## src/rtl/rmjsl_pkg.sv

```systemverilog
// Shared types and constants for the ramped multi-joint slew limiter.
// Used by rmjsl_speed, rmjsl_lane and ramped_multi_joint_slew_limiter.
package rmjsl_pkg;

   // default joint count
   localparam int JOINTS_DEF = 7;

   // field widths
   localparam int POS_W   = 24;
   localparam int DT_W    = 16;
   localparam int SPD_W   = 32;
   localparam int PROD_W  = SPD_W + DT_W;
   localparam int FRAC_W  = 16;
   localparam int OP_W    = 2;
   localparam int CSR_IDX_W = 2;

   // op codes carried in tuser
   localparam logic [OP_W-1:0] OP_START = 2'd0;
   localparam logic [OP_W-1:0] OP_LOAD  = 2'd1;
   localparam logic [OP_W-1:0] OP_TICK  = 2'd2;

   // register indexes
   localparam logic [CSR_IDX_W-1:0] CSR_MAX_SPEED = 2'd0;
   localparam logic [CSR_IDX_W-1:0] CSR_RAMP_RATE = 2'd1;

   // speed unit stage enables
   typedef struct packed {
      logic ramp_en;   // latch ramp_rate*dt and below-ceiling flag
      logic clip_en;   // add ramp, clip, update speed
      logic step_en;   // latch speed*dt
   } spd_ctl_type;

   // per-lane controls
   typedef struct packed {
      logic load_tgt;  // write target register
      logic dev_en;    // latch deviation and magnitude
   } lane_ctl_type;

endpackage

```

## src/rtl/rmjsl_lane.sv

```systemverilog
// One joint lane: target register, deviation, step toward target, saturation.
// Depends on rmjsl_pkg.
module rmjsl_lane (
   input  logic                               clock,
   input  logic                               reset,
   input  rmjsl_pkg::lane_ctl_type            ctl,
   input  logic signed [rmjsl_pkg::POS_W-1:0] tgt_data,
   input  logic signed [rmjsl_pkg::POS_W-1:0] meas,
   input  logic [rmjsl_pkg::PROD_W-1:0]       prod,
   output logic signed [rmjsl_pkg::POS_W-1:0] cmd
);

   localparam int POS_W  = rmjsl_pkg::POS_W;
   localparam int SUM_W  = rmjsl_pkg::SPD_W + 2;
   localparam int STEP_W = rmjsl_pkg::PROD_W - rmjsl_pkg::FRAC_W;

   logic signed [POS_W-1:0] tgt_ff;
   logic signed [POS_W:0]   dev_ff, dev_in;
   logic [POS_W:0]          mag_ff, mag_in;
   logic                    near;
   logic [STEP_W-1:0]       step;
   logic [SUM_W-1:0]        meas_x, step_x, cmd_wide;

   // target state
   always_ff @(posedge clock) begin
      if (reset) begin
         tgt_ff <= '0;
      end else if (ctl.load_tgt) begin
         tgt_ff <= tgt_data;
      end
   end

   // deviation and its magnitude
   always_comb begin
      dev_in = {tgt_ff[POS_W-1], tgt_ff} - {meas[POS_W-1], meas};
      mag_in = dev_in[POS_W] ? (~dev_in + {{POS_W{1'b0}}, 1'b1}) : dev_in;
   end

   always_ff @(posedge clock) begin
      if (ctl.dev_en) begin
         dev_ff <= dev_in;
         mag_ff <= mag_in;
      end
   end

   // exact distance test and truncated step
   always_comb begin
      near   = {{(rmjsl_pkg::PROD_W-POS_W-1-rmjsl_pkg::FRAC_W){1'b0}}, mag_ff,
                {rmjsl_pkg::FRAC_W{1'b0}}} < prod;
      step   = prod[rmjsl_pkg::PROD_W-1:rmjsl_pkg::FRAC_W];
      meas_x = {{(SUM_W-POS_W){meas[POS_W-1]}}, meas};
      step_x = {{(SUM_W-STEP_W){1'b0}}, step};
      if (dev_ff[POS_W]) begin
         cmd_wide = meas_x - step_x;
      end else if (dev_ff != '0) begin
         cmd_wide = meas_x + step_x;
      end else begin
         cmd_wide = meas_x;
      end
   end

   // pick target or saturated step result
   always_comb begin
      if (near) begin
         cmd = tgt_ff;
      end else if (cmd_wide[SUM_W-1:POS_W-1] == '0
                   || cmd_wide[SUM_W-1:POS_W-1] == '1) begin
         cmd = cmd_wide[POS_W-1:0];
      end else if (cmd_wide[SUM_W-1]) begin
         cmd = {1'b1, {(POS_W-1){1'b0}}};
      end else begin
         cmd = {1'b0, {(POS_W-1){1'b1}}};
      end
   end

endmodule

```

## config.mk

```make
export PLATFORM = sky130hd
export DESIGN_NAME = rmjsl_lane
export DESIGN_NICKNAME = d
export VERILOG_FILES = /design/src/rtl/rmjsl_pkg.sv /design/src/rtl/rmjsl_lane.sv
export SDC_FILE = /design/constraint.sdc
export NUM_CORES = 1
export LEC_CHECK = 0
export ABC_AREA = 1
export BUFFER_PORTS_ARGS = -buffer_cell sky130_fd_sc_hd__buf_2
export CELL_PAD_IN_SITES_DETAIL_PLACEMENT = 0
export CELL_PAD_IN_SITES_GLOBAL_PLACEMENT = 1
export CORE_UTILIZATION = 35
export CTS_CLUSTER_SIZE = 10
export DETAILED_ROUTE_END_ITERATION = 10
export GPL_TIMING_DRIVEN = 0
export MAX_ROUTING_LAYER = met4
export PLACE_DENSITY = 0.69
export SYNTH_ARGS = -nofsm -noshare
export SYNTH_HDL_FRONTEND = slang
export SYNTH_SLANG_ARGS = --single-unit
```

## constraint.sdc

```tcl
create_clock -name clock -period 8.63 [get_ports clock]
set_input_delay 1.2945 -clock clock [delete_from_list [all_inputs] [get_ports clock]]
set_output_delay 1.2945 -clock clock [all_outputs]
set_load 0.02 [all_outputs]
```

* Word-level counts from Yosys, hierarchy flattened
Cells that the tools add are included.
W data, S select, Z words.
** Cells by class
- $add $sub $neg :: 4
- Magnitude comparators :: 1
- Eq/ne operators :: 1
- Mux-type cells :: 6
- Bitwise operators :: 1
- Reductions and logical operators :: 3
** Operators by type and width (number)
- $mux W24 :: 4
- $mux W34 :: 2
- $lt A41 B48 Y1 :: 1
- $add A24 B33 Y34 :: 1
- $sub A24 B33 Y34 :: 1
- $add A25 B1 Y25 const B :: 1
- $not A25 Y25 :: 1
- $reduce_bool A25 Y1 :: 1
- $sub A24 B24 Y25 :: 1
- $eq A11 B11 Y1 const B :: 1
- $logic_not A11 Y1 :: 1
- $logic_or A1 B1 Y1 :: 1
** Word-level totals
- Register bits after elaboration :: 74
- Bits of input ports :: 100
- Output and inout port bits :: 24
- Logic and storage cells :: 20

* Depth between registers and ports, before layout
- Word-level depth :: 7
- Mapped depth :: 25
- Mapped depth without buffers :: 25

* Least setup slack after synthesis
Ideal clock, no wire load.
- Kind :: input to output
- Start :: input meas[0] (netlist name)
- End :: output cmd[10] (netlist name)
- Arrival :: 3.506 ns
- Required time :: 7.335 ns
- Setup slack :: 3.830 ns
- Cell stages on the path :: 22
- Buffers on the path :: 1
- Cells stage by stage :: inv_1 > ha_1 > inv_1 > fa_1 > nand2_1 > nand3_1 > nand3_1 > nand2_1 > nand2_1 > nand2_1 > nand3b_1 > nand2_1 > nand2_1 > nand3_1 > nand2_1 > nor2_1 > nand3_1 > nor2_1 > nor2_2 > nor2_8 > buf_12 > a21oi_2
** Between the ends
- Longest elaborated chain between the ends :: 7
- Elaborated cells on any way between the ends :: 10
- Classes of those cells :: 2 x add/sub; 1 x eq/ne; 5 x mux; 2 x reduce/logical
** RTL lines
- start: declaration :: RTL line rmjsl_lane.sv:8 : input logic signed [rmjsl_pkg::POS_W-1:0] meas,
- $add A24 B33 Y34 :: RTL line rmjsl_lane.sv:56 : cmd_wide = meas_x + step_x;
- $mux W34 :: RTL line rmjsl_lane.sv:55 : end else if (dev_ff != '0) begin
- $mux W34 * :: RTL line rmjsl_lane.sv:53 : if (dev_ff[POS_W]) begin
- $eq A11 B11 Y1 or $logic_not A11 Y1 (tied branches) :: RTL line rmjsl_lane.sv:67, rmjsl_lane.sv:66
- $logic_or A1 B1 Y1 :: RTL line rmjsl_lane.sv:67 : || cmd_wide[SUM_W-1:POS_W-1] == '1) begin
- $mux W24 * :: RTL line rmjsl_lane.sv:66 : end else if (cmd_wide[SUM_W-1:POS_W-1] == '0
- $mux W24 * :: RTL line rmjsl_lane.sv:64 : if (near) begin
- end: declaration :: RTL line rmjsl_lane.sv:10 : output logic signed [rmjsl_pkg::POS_W-1:0] cmd
Every way passes the cells marked *; elsewhere a longest branch is shown, timed or not.

* Worst setup path after layout
- Start :: input meas[23] (netlist name)
- End :: output cmd[13] (netlist name)
The elaborated chain is that of the path after synthesis.

==> results.json <==
{
  "ys_types": 56,
  "synth_top_family_by_area": "simple AND/OR/NAND/NOR gates",
  "overflow": 0,
  "startpoint_type": "input port",
  "synthFlopType": "edfxtp_1",
  "finalCritPeriodShare_pct": 74.2,
  "grt_pass1_vias": 11857,
  "nets": 2204,
  "cp_data_required_time_ps": 7340,
  "status": "complete, no violations",
  "hp-class": "reg -> reg",
  "dp.cells": 2371,
  "yosysSeqAreaShare_pct": 17.5,
  "synth_area_mm2": 0.0111,
  "avgRoutedWirePerCell_um": 18.4,
  "cts_max_path_buffers": 2,
  "fin_util_pct": 40.6,
  "grt_pass1_wl_um": 67600,
  "cts_buffers": 9,
  "drv_cap": 0,
  "drt_iter0_drc": 921,
  "drc_errors": 0,
  "cp_max_fo": 23,
  "max_freq_ghz": 0.156,
  "synth_top_area_share_pct": 19.3,
  "synth_mux_area_share_pct": 0,
  "viasPerCell": 5.10,
  "cp_data_arrival_time_ps": 5110,
  "ys_seq_elements": 73,
  "synth_fp_nets": 2070,
  "initial_core_util_pct": 36.0,
  "clk_latency_ps": 350,
  "layout-drive-gt1-share_pct": 11.6,
  "cts_resized": 0,
  "place_congestion": 0.972,
  "path_class": "in -> out",
  "finalCriticalPeriod_ps": 6400,
  "synth-edff-count": 49,
  "timing.final.ws_setup_ps": 2230,
  "fin_skew_ps": 10.3,
  "hpwlAfterDp_um": 38200,
  "antenna_found_initial": 0,
  "area_delta_synth_final_pct": 12.7,
  "synth-xor-area-share_pct": 4.49,
  "port_buffers": 123,
  "final_hold_viol_count": 0,
  "whs_ps": 490,
  "setup-violations-final": 0,
  "tns_ps": 0,
  "slew_headroom_pct": 27.4,
  "grt_max_degree": 50,
  "htree_levels": 3,
  "synth-simple-area-share_pct": 36.5,
  "core_mm2": 0.0309,
  "routed_wl_um": 44000,
  "synthAdderAreaFrac_pct": 13.5,
  "yosysWarnings": 0,
  "synthTopCellsByArea": "nand2_1 19%, edfxtp_1 13%, ha_1 13%",
  "cts_setup_buffers": 0,
  "p_leak_nw": 6.62,
  "cp-end-kind": "primary output",
  "clock_sinks": 73,
  "tightest_slew_ps": 1090,
  "std_cell_rows": 64,
  "cts_root_buf": "clkbuf_16",
  "track_usage_pct": 28.0,
  "dieArea_mm2": 0.0325,
  "route.vias.total": 12167,
  "drtPass1Iterations": 5,
  "irDropWorstVdd_v": 0.000101,
  "ioPinCount": 124,
  "yosysTopAreaCell": "nand2_1",
  "synth-async-reset-ratio_pct": 0,
  "antenna_left": 0,
  "avgSynthCellArea_um2": 6.01,
  "final_max_slew_viol_count": 0,
  "clk_pin_slew_ps": 60,
  "pre_cts_ws_ps": 2290,
  "rsz0062_at_grt": "no",
  "finalNonFillerCells": 2387,
  "cts_hold_buf": 0,
  "syn_inst": 1852,
  "die_w_um": 180,
  "die_h_um": 180,
  "antennaDiodeCount": 0,
  "synth_compound_area_share_pct": 15.1,
  "cts_tree": "yes",
  "cellPowerDensity_mw_per_mm2": 129
}
[worst max-delay path, stage by stage]
cell and delay (ps):
buf_2 390, clkinv_1 480, ha_1 660, inv_1 260
a21oi_1 190, nand3_1 120, a21oi_1 280, nand4_1 130
nand2_1 110, nand2_1 50, nor2_1 100, nand3_1 90
nand2_2 260, buf_6 190, nand2_1 130, a21oi_2 170
buf_2 170
[metal layers]
layer  wire length, um  track usage [%]
met2             20700             46.7
met4               731             5.54
met5                 0                -
met3              1630             1.50
met1             20900             37.3
[cell usage after synthesis, drive strengths merged (3+ instances only)]
cell type	n
a211oi	4
a21o	4
a21oi	174
a31oi	9
and3	3
buf	26
clkbuf	15
dfxtp	24
edfxtp	49
fa	3
ha	115
inv	304
nand2	575
nand3	98
nand3b	4
nand4	31
nor2	217
nor3	18
nor4	8
o21ai	75
o21bai	11
o221ai	3
or2	3
xnor2	10
xor2	47
[report_power, final]
part           leakage [nW]  switching, mW  internal [mW]  total, mW
registers             0.678         0.0182          0.431      0.450
logic                  5.79          0.537          0.252      0.789
clock network         0.149          0.165          0.219      0.384
[cell usage in the layout (no fill, tap or decap), drive strengths merged, types with 8 or more instances in the layout]
cell / synthesis / layout
a31oi: 9 / 9
o21bai: 11 / 11
o21ai: 75 / 75
ha: 115 / 115
nand4: 31 / 31
nor2: 217 / 217
dfxtp: 24 / 24
buf: 26 / 149
a21oi: 174 / 174
nor3: 18 / 18
inv: 304 / 308
nor4: 8 / 8
nand3: 98 / 98
xnor2: 10 / 10
edfxtp: 49 / 49
clkbuf: 15 / 25
xor2: 47 / 47
nand2: 575 / 575
[path summary, 6_finish.rpt]
| path | end | cells past startpoint | startpoint | slack (ps) |
|---|---|---|---|---|
| setup / recovery | cmd[13] | 17 | meas[23] | 2230 |
| hold / removal | tgt_ff[17] | 2 | tgt_ff[17] | 490 |
| setup reg to reg | mag_ff[19] | 19 | tgt_ff[0] | 5220 |
| hold reg to reg | tgt_ff[17] | 2 | tgt_ff[17] | 490 |
[area by class of cell]
class                           instances  area [um2]
Sequential cell                        73        1950
Clock buffer                           10         250
Fill cell                            3492       18400
Clock inverter                          6        56.3
Timing Repair Buffer                  123         616
Buffer                                 41         292
Tap cell                              396         495
Inverter                              306        1150
Multi-Input combinational cell       1432        7740
[cells by family (layout without fill, tap and decap cells)]
logic type / count (synthesis) / count (layout)
compound gates: 296 / 296
xor+xnor: 57 / 57
fa+ha+maj: 118 / 118
buf+inv: 347 / 486
flops: 73 / 73
simple gates: 961 / 961
[state kept, by name, summed over array words and instances, names as in the netlist]
signal,flops
dev_ff,25
mag_ff,24
tgt_ff,24
[through the flow]
step | power [mW] | instance area, um2
6_report | 1.62 | 12500
5_1_grt | 1.74 | 12500
4_1_cts | 1.62 | 12500
3_5_place_dp | 1.24 | 12200
3_3_place_gp | 1.23 | 12200
2_1_floorplan | 0.980 | 11100
(Power assumes the default switching activity.)
